File: config.mk
export PLATFORM = sky130hd
export DESIGN_NAME = vertical_rect_coalescer_flat
export DESIGN_NICKNAME = d
export VERILOG_FILES = /design/src/sv/vrc_pkg.sv /design/src/sv/vrc_if.sv /design/src/sv/vrc_ram.sv /design/src/sv/vertical_rect_coalescer.sv /design/src/flat_wrapper.sv
export SDC_FILE = /design/constraint.sdc
export NUM_CORES = 1
export LEC_CHECK = 0
export BUFFER_PORTS_ARGS = -buffer_cell sky130_fd_sc_hd__buf_4
export CAP_MARGIN = 30
export CORE_AREA = 8 8 295 326
export CTS_CLUSTER_DIAMETER = 150
export DETAILED_ROUTE_END_ITERATION = 12
export DIE_AREA = 0 0 303 334
export GPL_ROUTABILITY_DRIVEN = 1
export PLACE_DENSITY = 0.65
export SLEW_MARGIN = 20
export SYNTH_ARGS = -nofsm -noshare
export SYNTH_HDL_FRONTEND = slang
export SYNTH_SLANG_ARGS = --single-unit
File: constraint.sdc
create_clock -name i_clk -period 9.3 [get_ports i_clk]
set_input_delay 1.395 -clock i_clk [delete_from_list [all_inputs] [get_ports i_clk]]
set_output_delay 1.395 -clock i_clk [all_outputs]
set_load 0.02 [all_outputs]
File: src/sv/vrc_pkg.sv
// shared constants, rectangle type and the compare/merge functions for the
// vertical rectangle coalescer; no dependencies
package vrc_pkg;

    localparam int unsigned TABLE_DEPTH = 16;
    localparam int unsigned COORD_BITS  = 12;
    localparam int unsigned IDX_W       = $clog2(TABLE_DEPTH);
    localparam int unsigned CNT_W       = $clog2(TABLE_DEPTH + 1);
    localparam int unsigned ENTRY_W     = 4 * COORD_BITS;

    localparam logic CMD_ADD   = 1'b0;
    localparam logic CMD_FLUSH = 1'b1;

    typedef logic [COORD_BITS-1:0] t_coord;
    typedef logic [COORD_BITS:0]   t_wide;

    typedef struct packed {
        t_coord left;
        t_coord top;
        t_coord right;
        t_coord bottom;
    } t_rect;

    // vertical adjacency, a shared side edge and equal width
    function automatic logic rect_touches(t_rect e, t_rect n);
        logic vert;
        logic side;
        logic same_w;
        t_wide e_w;
        t_wide n_w;
        // sums one bit wider so the last row never wraps
        vert = ({1'b0, e.bottom} + t_wide'(1) == {1'b0, n.top}) ||
               ({1'b0, e.top} == {1'b0, n.bottom} + t_wide'(1));
        side = (e.left == n.left) || (e.right == n.right);
        // signed widths fit exactly in one extra bit
        e_w = {1'b0, e.right} - {1'b0, e.left};
        n_w = {1'b0, n.right} - {1'b0, n.left};
        same_w = (e_w == n_w);
        return vert && side && same_w;
    endfunction

    function automatic t_rect rect_merge(t_rect e, t_rect n);
        t_rect m;
        m.left   = (e.left   < n.left)   ? e.left   : n.left;
        m.top    = (e.top    < n.top)    ? e.top    : n.top;
        m.right  = (e.right  > n.right)  ? e.right  : n.right;
        m.bottom = (e.bottom > n.bottom) ? e.bottom : n.bottom;
        return m;
    endfunction

endpackage

File: src/sv/vrc_if.sv
// valid/ready channel interfaces for the coalescer's command input and
// rectangle output; depends on vrc_pkg for the coordinate type
interface vrc_in_if;
    logic            valid;
    logic            ready;
    logic            command;
    vrc_pkg::t_coord rect_left;
    vrc_pkg::t_coord rect_top;
    vrc_pkg::t_coord rect_right;
    vrc_pkg::t_coord rect_bottom;

    modport source (
        output valid, command, rect_left, rect_top, rect_right, rect_bottom,
        input  ready
    );
    modport sink (
        input  valid, command, rect_left, rect_top, rect_right, rect_bottom,
        output ready
    );
endinterface

interface vrc_out_if;
    logic            valid;
    logic            ready;
    vrc_pkg::t_coord out_left;
    vrc_pkg::t_coord out_top;
    vrc_pkg::t_coord out_right;
    vrc_pkg::t_coord out_bottom;
    logic            is_empty;
    logic            overflowed;
    logic            last_item;

    modport source (
        output valid, out_left, out_top, out_right, out_bottom,
               is_empty, overflowed, last_item,
        input  ready
    );
    modport sink (
        input  valid, out_left, out_top, out_right, out_bottom,
               is_empty, overflowed, last_item,
        output ready
    );
endinterface

File: src/sv/vrc_ram.sv
// simple dual-port ram, one write and one registered read per cycle
// no package dependencies
module vrc_ram #(
    parameter int unsigned DEPTH = 16,
    parameter int unsigned WIDTH = 48,
    parameter int unsigned AW    = $clog2(DEPTH)
) (
    input  logic             i_clk,
    input  logic             i_wr_en,
    input  logic [AW-1:0]    i_wr_addr,
    input  logic [WIDTH-1:0] i_wr_data,
    input  logic             i_rd_en,
    input  logic [AW-1:0]    i_rd_addr,
    output logic [WIDTH-1:0] o_rd_data
);

    logic [WIDTH-1:0] r_mem [DEPTH];
    logic [WIDTH-1:0] r_rd_data;

    always_ff @(posedge i_clk) begin
        if (i_wr_en) begin
            r_mem[i_wr_addr] <= i_wr_data;
        end
    end

    // read data holds when no read is issued
    always_ff @(posedge i_clk) begin
        if (i_rd_en) begin
            r_rd_data <= r_mem[i_rd_addr];
        end
    end

    assign o_rd_data = r_rd_data;

endmodule

File: src/sv/vertical_rect_coalescer.sv
// rectangle table in one ram, scanned one entry per cycle through its read port.
// add: on an empty table the entry is written at accept, otherwise accept plus
// a read-compare-write step for each stored entry; adds give no result.
// flush: first result registered in S_READ, then one per cycle while the sink
// takes them; an empty table gives one result. output register frees the input.
// reset (synchronous, active low) clears entry count, overflow flag, sequencer
// and output valid; ram contents are left as they are, no clearing pass
module vertical_rect_coalescer (
    input  logic        i_clk,
    input  logic        i_rst_n,
    vrc_in_if.sink      i_in,
    vrc_out_if.source   o_out
);
    import vrc_pkg::*;

    localparam logic [1:0] S_IDLE  = 2'd0;
    localparam logic [1:0] S_SCAN  = 2'd1;
    localparam logic [1:0] S_READ  = 2'd2;
    localparam logic [1:0] S_EMPTY = 2'd3;

    logic [1:0]       r_state, n_state;
    logic [IDX_W-1:0] r_idx, n_idx;
    logic [CNT_W-1:0] r_count, n_count;
    logic             r_drop, n_drop;
    logic             r_merged, n_merged;
    t_rect            r_new, n_new;

    logic             r_out_valid, n_out_valid;
    t_rect            r_out, n_out;
    logic             r_out_empty, n_out_empty;
    logic             r_out_ovf, n_out_ovf;
    logic             r_out_last, n_out_last;

    logic             wr_en;
    logic [IDX_W-1:0] wr_addr;
    t_rect            wr_data;
    logic             rd_en;
    logic [IDX_W-1:0] rd_addr;
    logic [ENTRY_W-1:0] rd_raw;
    t_rect            rd_rect;

    logic             in_fire;
    logic             at_last;
    logic             hit;
    logic             slot_free;
    t_rect            in_rect;

    vrc_ram #(
        .DEPTH (TABLE_DEPTH),
        .WIDTH (ENTRY_W)
    ) u_table (
        .i_clk     (i_clk),
        .i_wr_en   (wr_en),
        .i_wr_addr (wr_addr),
        .i_wr_data (wr_data),
        .i_rd_en   (rd_en),
        .i_rd_addr (rd_addr),
        .o_rd_data (rd_raw)
    );

    assign rd_rect   = t_rect'(rd_raw);
    assign in_fire   = i_in.valid && (r_state == S_IDLE);
    assign at_last   = (CNT_W'(r_idx) == r_count - CNT_W'(1));
    assign hit       = rect_touches(rd_rect, r_new);
    assign slot_free = !r_out_valid || o_out.ready;

    assign in_rect.left   = i_in.rect_left;
    assign in_rect.top    = i_in.rect_top;
    assign in_rect.right  = i_in.rect_right;
    assign in_rect.bottom = i_in.rect_bottom;

    always_comb begin
        n_state     = r_state;
        n_idx       = r_idx;
        n_count     = r_count;
        n_drop      = r_drop;
        n_merged    = r_merged;
        n_new       = r_new;
        n_out       = r_out;
        n_out_empty = r_out_empty;
        n_out_ovf   = r_out_ovf;
        n_out_last  = r_out_last;
        n_out_valid = r_out_valid && !o_out.ready;
        wr_en       = 1'b0;
        wr_addr     = r_idx;
        wr_data     = rect_merge(rd_rect, r_new);
        rd_en       = 1'b0;
        rd_addr     = r_idx + IDX_W'(1);

        case (r_state)
            S_IDLE: begin
                if (in_fire) begin
                    n_idx    = '0;
                    n_merged = 1'b0;
                    n_new    = in_rect;
                    if (i_in.command == CMD_ADD) begin
                        if (r_count == '0) begin
                            wr_en   = 1'b1;
                            wr_addr = '0;
                            wr_data = in_rect;
                            n_count = CNT_W'(1);
                        end else begin
                            rd_en   = 1'b1;
                            rd_addr = '0;
                            n_state = S_SCAN;
                        end
                    end else begin
                        if (r_count == '0) begin
                            n_state = S_EMPTY;
                        end else begin
                            rd_en   = 1'b1;
                            rd_addr = '0;
                            n_state = S_READ;
                        end
                    end
                end
            end
            S_SCAN: begin
                // entry r_idx is on the read port this cycle
                if (hit) begin
                    wr_en = 1'b1;
                end
                if (at_last) begin
                    n_state = S_IDLE;
                    if (!hit && !r_merged) begin
                        if (r_count < CNT_W'(TABLE_DEPTH)) begin
                            wr_en   = 1'b1;
                            wr_addr = r_count[IDX_W-1:0];
                            wr_data = r_new;
                            n_count = r_count + CNT_W'(1);
                        end else begin
                            n_drop = 1'b1;
                        end
                    end
                end else begin
                    rd_en    = 1'b1;
                    n_idx    = r_idx + IDX_W'(1);
                    n_merged = r_merged || hit;
                end
            end
            S_READ: begin
                if (slot_free) begin
                    n_out_valid = 1'b1;
                    n_out       = rd_rect;
                    n_out_empty = 1'b0;
                    n_out_ovf   = r_drop;
                    n_out_last  = at_last;
                    if (at_last) begin
                        n_count = '0;
                        n_drop  = 1'b0;
                        n_state = S_IDLE;
                    end else begin
                        rd_en = 1'b1;
                        n_idx = r_idx + IDX_W'(1);
                    end
                end
            end
            S_EMPTY: begin
                if (slot_free) begin
                    n_out_valid = 1'b1;
                    n_out       = '0;
                    n_out_empty = 1'b1;
                    n_out_ovf   = r_drop;
                    n_out_last  = 1'b1;
                    n_drop      = 1'b0;
                    n_state     = S_IDLE;
                end
            end
            default: begin
                n_state = S_IDLE;
            end
        endcase
    end

    always_ff @(posedge i_clk) begin
        if (!i_rst_n) begin
            r_state     <= S_IDLE;
            r_idx       <= '0;
            r_count     <= '0;
            r_drop      <= 1'b0;
            r_merged    <= 1'b0;
            r_out_valid <= 1'b0;
        end else begin
            r_state     <= n_state;
            r_idx       <= n_idx;
            r_count     <= n_count;
            r_drop      <= n_drop;
            r_merged    <= n_merged;
            r_out_valid <= n_out_valid;
        end
    end

    always_ff @(posedge i_clk) begin
        r_new       <= n_new;
        r_out       <= n_out;
        r_out_empty <= n_out_empty;
        r_out_ovf   <= n_out_ovf;
        r_out_last  <= n_out_last;
    end

    assign i_in.ready       = (r_state == S_IDLE);
    assign o_out.valid      = r_out_valid;
    assign o_out.out_left   = r_out.left;
    assign o_out.out_top    = r_out.top;
    assign o_out.out_right  = r_out.right;
    assign o_out.out_bottom = r_out.bottom;
    assign o_out.is_empty   = r_out_empty;
    assign o_out.overflowed = r_out_ovf;
    assign o_out.last_item  = r_out_last;

endmodule
File: src/flat_wrapper.sv
// flat-port wrapper written by rule: the top's interface ports become plain ports
module vertical_rect_coalescer_flat import vrc_pkg::*;
  (i_clk, i_rst_n, i_in_valid, i_in_command, i_in_rect_left, i_in_rect_top, i_in_rect_right, i_in_rect_bottom, i_in_ready, o_out_valid, o_out_out_left, o_out_out_top, o_out_out_right, o_out_out_bottom, o_out_is_empty, o_out_overflowed, o_out_last_item, o_out_ready);
  vrc_in_if i_in_i ();
  vrc_out_if o_out_i ();
  input  logic i_clk;
  input  logic i_rst_n;
  input wire logic [$bits(i_in_i.valid)-1:0] i_in_valid;
  input wire logic [$bits(i_in_i.command)-1:0] i_in_command;
  input wire logic [$bits(i_in_i.rect_left)-1:0] i_in_rect_left;
  input wire logic [$bits(i_in_i.rect_top)-1:0] i_in_rect_top;
  input wire logic [$bits(i_in_i.rect_right)-1:0] i_in_rect_right;
  input wire logic [$bits(i_in_i.rect_bottom)-1:0] i_in_rect_bottom;
  output wire logic [$bits(i_in_i.ready)-1:0] i_in_ready;
  output wire logic [$bits(o_out_i.valid)-1:0] o_out_valid;
  output wire logic [$bits(o_out_i.out_left)-1:0] o_out_out_left;
  output wire logic [$bits(o_out_i.out_top)-1:0] o_out_out_top;
  output wire logic [$bits(o_out_i.out_right)-1:0] o_out_out_right;
  output wire logic [$bits(o_out_i.out_bottom)-1:0] o_out_out_bottom;
  output wire logic [$bits(o_out_i.is_empty)-1:0] o_out_is_empty;
  output wire logic [$bits(o_out_i.overflowed)-1:0] o_out_overflowed;
  output wire logic [$bits(o_out_i.last_item)-1:0] o_out_last_item;
  input wire logic [$bits(o_out_i.ready)-1:0] o_out_ready;
  assign i_in_i.valid = i_in_valid;
  assign i_in_i.command = i_in_command;
  assign i_in_i.rect_left = i_in_rect_left;
  assign i_in_i.rect_top = i_in_rect_top;
  assign i_in_i.rect_right = i_in_rect_right;
  assign i_in_i.rect_bottom = i_in_rect_bottom;
  assign i_in_ready = i_in_i.ready;
  assign o_out_valid = o_out_i.valid;
  assign o_out_out_left = o_out_i.out_left;
  assign o_out_out_top = o_out_i.out_top;
  assign o_out_out_right = o_out_i.out_right;
  assign o_out_out_bottom = o_out_i.out_bottom;
  assign o_out_is_empty = o_out_i.is_empty;
  assign o_out_overflowed = o_out_i.overflowed;
  assign o_out_last_item = o_out_i.last_item;
  assign o_out_i.ready = o_out_ready;
  vertical_rect_coalescer u_core (.i_clk(i_clk), .i_rst_n(i_rst_n), .i_in(i_in_i), .o_out(o_out_i));
endmodule
======== Yosys cells after proc, flatten, opt, wreduce, memory -nomap -nowiden ========
Memory sizes are Yosys's and may differ from the RTL's. A register that Yosys moved wholly into a read port is not among the register bits.
Cells that the tools add are included.
word-level totals
  bits of input ports ..................... 53
  RAM bits ................................ 768
  memories ................................ 1
  register bits after elaboration ......... 113
cells by class
  mux-type cells .......................... 76
  reductions and logical operators ........ 28
  add/subtract/negate cells ............... 7
  order comparisons ....................... 5
  equal/unequal tests ..................... 21
memory list
  memory                depth  bits a word  read ports  clocked after Yosys merged registers in  write ports  line           RTL
  u_core.u_table.r_mem  16     48           1           1                                        1            vrc_ram.sv:17  logic [WIDTH-1:0] r_mem [DEPTH];
operators by type and width
  kind                                                                     number
  48-bit two-way mux                                                       8
  48-bit one-hot mux with 2 select lines                                   2
  12-bit two-way mux                                                       4
  4-bit two-way mux                                                        12
  5-bit two-way mux                                                        8
  12-bit by 1-bit adder with 13-bit output, second input constant          2
  1-bit two-way mux                                                        26
  12-bit by 12-bit subtractor with 13-bit output                           2
  12-bit equality test                                                     2
  12-bit greater-than comparator                                           2
  12-bit less-than comparator                                              2
  2-bit by 1-bit inequality test with 1-bit output, second input constant  8
  5-bit one-hot mux with 3 select lines                                    1
  12-bit by 13-bit equality test with 1-bit output                         1
  13-bit by 12-bit equality test with 1-bit output                         1
  13-bit equality test                                                     1
  2-bit two-way mux                                                        6
  4-bit one-hot mux with 3 select lines                                    1
  3-bit AND reduction                                                      3
  9-bit AND reduction                                                      1
  1-bit one-hot mux with 2 select lines                                    4
  2-bit one-hot mux with 4 select lines                                    1
  4-bit one-hot mux with 2 select lines                                    1
  7-bit AND reduction                                                      1
  other kinds (20)                                                         37

======== Longest topological paths before layout ========
  word-level depth ........................ 12
  depth in mapped cells ................... 16
  gate-level depth less buffers ........... 14

======== Modules after synthesis ========
From an unflattened synthesis, not the netlist that was laid out.
unflattened totals
  cell total of the unflattened synthesis .. 2,217
  area total of the unflattened synthesis .. 39,339.0 µm²
by module, submodules not included
  module                   sequential area each (µm²)  cells each  times used  area an instance (µm²)
  vrc_ram                  24,503.5                    1,242       1           30,175.2
  vertical_rect_coalescer  3,253.1                     975         1           9,163.8

======== Worst setup path before layout ========
OpenSTA, ideal clock, no wires.
  kind .................................... flip-flop to flip-flop
  start ................................... register u_core.r_new[36] (netlist bit)
  end ..................................... memory u_core.u_table.r_mem[12][0], enable pin
  period minus slack after synthesis ...... 6,523 ps
  setup slack ............................. 2,777 ps
  data required time ...................... 8,819 ps
  arrival ................................. 6,042 ps
  stages on the path, launching flop included .. 15
  buffers on the path ..................... 1
  library setup time ...................... 481 ps
  cells stage by stage .................... edfxtp_1 ha_1 fa_1 and2b_1 o21ai_1 nand2b_1 xnor3_1 or3b_1 nor4b_4 o2111ai_2 nand2_2 buf_4 a21oi_1 or3_4 nor4b_2
between the ends
  word-level cells in the longest chain between the ends .. 11
  elaborated cells on any way between the ends .. 18
ends and longest elaborated chain
  item                                                                                    line                                                            RTL
  start: declaration                                                                      vertical_rect_coalescer.sv:26                                   t_rect r_new, n_new;
  start signal: assignment                                                                vertical_rect_coalescer.sv:194                                  r_new <= n_new;
  branches (longest 3 deep; another with 12-bit by 12-bit subtractor with 13-bit output)  -
  1-bit logical AND *                                                                     vrc_pkg.sv:39                                                   return vert && side && same_w;
  1-bit two-way mux / 1-bit logical NOT (equally long branches)                           vertical_rect_coalescer.sv:120, vertical_rect_coalescer.sv:125
  1-bit two-way mux / 1-bit logical AND (equally long branches)                           vertical_rect_coalescer.sv:126, vertical_rect_coalescer.sv:125
  1-bit two-way mux                                                                       vertical_rect_coalescer.sv:125                                  if (!hit && !r_merged) begin
  1-bit two-way mux                                                                       vertical_rect_coalescer.sv:123                                  if (at_last) begin
  1-bit one-hot mux with 2 select lines                                                   vertical_rect_coalescer.sv:90                                   case (r_state)
  1-bit two-way mux                                                                       vrc_ram.sv:21                                                   if (i_wr_en) begin
  1-bit two-way mux (implied by the code)                                                 vrc_ram.sv:22                                                   r_mem[i_wr_addr] <= i_wr_data;
  end: declaration                                                                        vrc_ram.sv:17
Mark *: on every way between the ends.

======== Worst setup path in the final report ========
  start ................................... register u_core.u_table.r_rd_data[15] (netlist: u_core.u_table.o_rd_data[15]) (read register of u_core.u_table.r_mem)
  end ..................................... memory u_core.u_table.r_mem[14][42], enable pin
between the ends
  word-level cells in the longest chain between the ends .. 11
  elaborated cells on any way between the ends .. 18
ends and longest elaborated chain
  item                                                                                    line                                                            RTL
  start: declaration                                                                      vrc_ram.sv:18                                                   logic [WIDTH-1:0] r_rd_data;
  branches (longest 3 deep; another with 12-bit by 12-bit subtractor with 13-bit output)  -
  1-bit logical AND *                                                                     vrc_pkg.sv:39
  1-bit two-way mux / 1-bit logical NOT (equally long branches)                           vertical_rect_coalescer.sv:120, vertical_rect_coalescer.sv:125
  1-bit two-way mux / 1-bit logical AND (equally long branches)                           vertical_rect_coalescer.sv:126, vertical_rect_coalescer.sv:125
  1-bit two-way mux                                                                       vertical_rect_coalescer.sv:125
  1-bit two-way mux                                                                       vertical_rect_coalescer.sv:123
  1-bit one-hot mux with 2 select lines                                                   vertical_rect_coalescer.sv:90
  1-bit two-way mux                                                                       vrc_ram.sv:21
  1-bit two-way mux (implied by the code)                                                 vrc_ram.sv:22
Marks and branches as above.

==> impl_metrics.toml <==
[sta]
fin_crit_ns = 5.594
finalCritPeriodShare = 0.6015
final_max_slew_viol_count = 0
fmax_ghz = 0.1788
setup_viol = 0
slew_headroom = 0.3611
fin_tns_setup_ns = 0
worstMarginPinSlew_ns = 0.9584
hold_violations = 0
clock_skew_ns = 0.02632
grt_setup_unrepaired = "false"
fin_ws_ns = 3.706
timing.hold.ws_ns = 0.4589

[synthesis]
syn_area_mm2 = 0.04047
synth_cells = 2741
synth.avg_cell_area_um2 = 14.77
yosysTopAreaCellShare = 0.6789
synth_ff_type = "edfxtp_1"
synth_cell_types = 88
yosys.area.top_type = "edfxtp_1"
ys_seq_area_frac = 0.6858
synthTopCellsByArea = "edfxtp_1 (68%), mux4_2 (5.3%), a211oi_1 (2.9%)"
synthArstFlopShare = 0
synth.net_count = 2878
ys_ff_latch = 929
synth_edf_count = 915
yosys_warnings = 0

[floorplan]
start_util = 0.4476
core_mm2 = 0.09042
fp.dieW_um = 303
rows = 116
die_area_mm2 = 0.1012
die_h_um = 334
io_pins = 106

[global_routing]
overflow = 0
grt_max_degree = 166
grt_pass1_vias = 24930
antenna_found_initial = 2
grt_use_total = 0.2097
grt_pass1_wl_um = 160100

[routing]
routedWlPerCell_um = 26.42
dr.pass1.iters = 6
ant_nets = 0
vias_per_cell = 6.017
drt_iter0_drc = 2313
drc_errors = 0
wl_um = 108200
vias = 24640

[placement]
io_buffers = 105
dp_worst_setup_slack_ns = 3.760
finalWeightedCongestion = 0.8913
dp_hpwl_um = 67430

[cells_and_area]
area_growth_pct = 13.18
fin_nets = 2982
drive_above_1_share = 0.1890
fillers = 7394
postLayoutCoreUtil = 0.5066

[setup_path]
rr_endpoint = "u_core.u_table.r_mem[14][42]$_DFFE_PP_"
rrSetupSlack_ns = 3.71
ff2ff_path_depth = 13
worst_path_dominant_cell_family = "compound AO/OA/AOI/OAI gates"
start_kind = "flip-flop"
crit_slowest_cell = "buf_4"
cp_cell_sequence = "ha_1 -> nand3_1 -> o21bai_2 -> a211o_1 -> o211ai_2 -> nor4_1 -> o31a_1 -> o2111ai_2 -> nand2_2 -> o22a_4 -> or4b_4 -> nor2_4 -> buf_4"
critPathBufInv = 1
crit_type = "reg -> reg"
cp-end-kind = "flip-flop"
r2r_start = "u_core.u_table.o_rd_data[15]$_DFFE_PP_"
critPathMaxStageDelay_ns = 0.66
worstPathRequired_ns = 9.57
cp_max_fo = 48
worst_ep_arrival_time_ns = 5.86

[cts]
cts_sinks = 929
clk_latency_ns = 0.66
ctsHoldBuffers = 0
cts_tree = "built"
clock-root-buffer = "clkbuf_16"
path_clk_slew_ns = 0.07
cts-buffers-inserted = 89
cts.path.max_buffers = 3
postCtsSetupBuffers = 0
ctsResizeCount = 0
htree_levels = 3

[run_status]
status = "finished, final reports clean"

[power]
power.density_mw_per_mm2 = 328.6
p_leak_nw = 15.63
peakVddDrop_v = 0.0002578
power_mw = 15.05

[min_path]
worstHoldPathType = "reg -> reg"
worstHoldEndpoint = "u_core.o_out.overflowed$_DFFE_PP_"
min_path_cells = 0
hp-start = "u_core.r_drop$_SDFFE_PN0P_"

[job]
cap_violations = 0
-- cell usage after synthesis, drive strengths merged (20+ instances only) --
master  count
and2      104
nand3      24
mux4       96
edfxtp    915
o21ai      51
xor2       23
xnor2      26
a21o       31
ha         82
clkbuf    143
nand4      24
nor2b      49
a21oi     146
a22o       20
a211oi    155
inv        87
or2       102
nand2     264
a311oi     97
nor3       23
nor2       79
-- registers in the layout (all words and copies together) (netlist names) --
signal,cells
u_core.u_table.r_mem,768
u_core.r_new,48
u_core.u_table.o_rd_data,48
u_core.o_out.out_bottom,12
u_core.o_out.out_left,12
u_core.o_out.out_right,12
u_core.o_out.out_top,12
u_core.r_count,5
u_core.r_idx,4
u_core.r_state,2
u_core.o_out.is_empty,1
u_core.o_out.last_item,1
u_core.o_out.overflowed,1
u_core.o_out.valid,1
u_core.r_drop,1
u_core.r_merged,1
-- layout make-up --
class	instances	area [um^2]	share of cell area
Sequential cell	929	27760	0.6060
Tap cell	1180	1476	0.03223
Inverter	87	331.6	0.007238
Clock inverter	56	580.6	0.01267
Antenna cell	1	2.502	0.00005463
Clock buffer	105	2318	0.05061
Timing Repair Buffer	172	1349	0.02945
Multi-Input combinational cell	1566	11990	0.2618
-- worst max path at each step --
stage / start / endpoint / slack (ns) / depth (start not counted)
6_report: u_core.u_table.o_rd_data[15]$_DFFE_PP_ / u_core.u_table.r_mem[14][42]$_DFFE_PP_ / 3.71 / 13
3_3_place_gp: u_core.u_table.o_rd_data[15]$_DFFE_PP_ / u_core.u_table.r_mem[14][43]$_DFFE_PP_ / 3.81 / 13
2_1_floorplan: u_core.r_new[36]$_DFFE_PP_ / u_core.u_table.r_mem[12][0]$_DFFE_PP_ / 2.78 / 14
3_5_place_dp: u_core.u_table.o_rd_data[15]$_DFFE_PP_ / u_core.u_table.r_mem[14][43]$_DFFE_PP_ / 3.76 / 13
5_1_grt: u_core.u_table.o_rd_data[19]$_DFFE_PP_ / u_core.u_table.r_mem[6][47]$_DFFE_PP_ / 3.46 / 13
4_1_cts: u_core.u_table.o_rd_data[15]$_DFFE_PP_ / u_core.u_table.r_mem[14][42]$_DFFE_PP_ / 3.73 / 13
-- per-layer routing --
layer | share of wire | GRT usage
met4 | 0.036 | 0.07951
met1 | 0.40 | 0.2756
met2 | 0.49 | 0.3531
met3 | 0.071 | 0.02843
met5 | 0 | 0
-- kinds of logic after synthesis --
family,Yosys count,synth area share
fa+ha+maj,84,0.02634
buf+inv,246,0.02312
compound gates,600,0.1060
xor+xnor,50,0.01116
mux,104,0.05543
simple gates,728,0.09215
flops,929,0.6858
-- report_power, final --
group	switching [mW]	internal [mW]	total (mW)
clock	1.56	2.07	3.63
sequential	0.342	6.02	6.36
combinational	3.48	1.58	5.06
total	5.38	9.67	15.1
-- layout by cell type, fill, tap and decap left out, types with 7 or more instances in the layout --
cell and count:
edfxtp_1 915, mux2i_1 7, clkinv_2 15, xor2_1 23, and3_1 11, nor2b_1 44, nand2_1 261, nand2b_1 19
o311ai_1 11, ha_1 81, a21o_1 31, nor3_1 22, clkbuf_1 14, a211oi_1 154, dfxtp_1 14, bufinv_16 10
nand3_1 24, mux4_2 96, inv_1 84, a22o_1 20, clkbuf_16 90, o21ai_0 45, buf_4 167, a21oi_1 144
or2_2 101, a22oi_1 14, nor2_4 13, nor2_1 66, xnor2_1 26, o211ai_1 11, a311oi_1 97, nand4_1 22
clkinv_1 18, and2_1 101, a31oi_1 8
-- per-stage QoR --
stage | cells | area (um^2)
after global placement | 3929 | 42840
after floorplan | 2741 | 40470
after global routing | 4095 | 45800
final | 4096 | 45810
after detailed placement | 3932 | 42860
after CTS | 4093 | 45760
(Power assumes the default switching activity.)
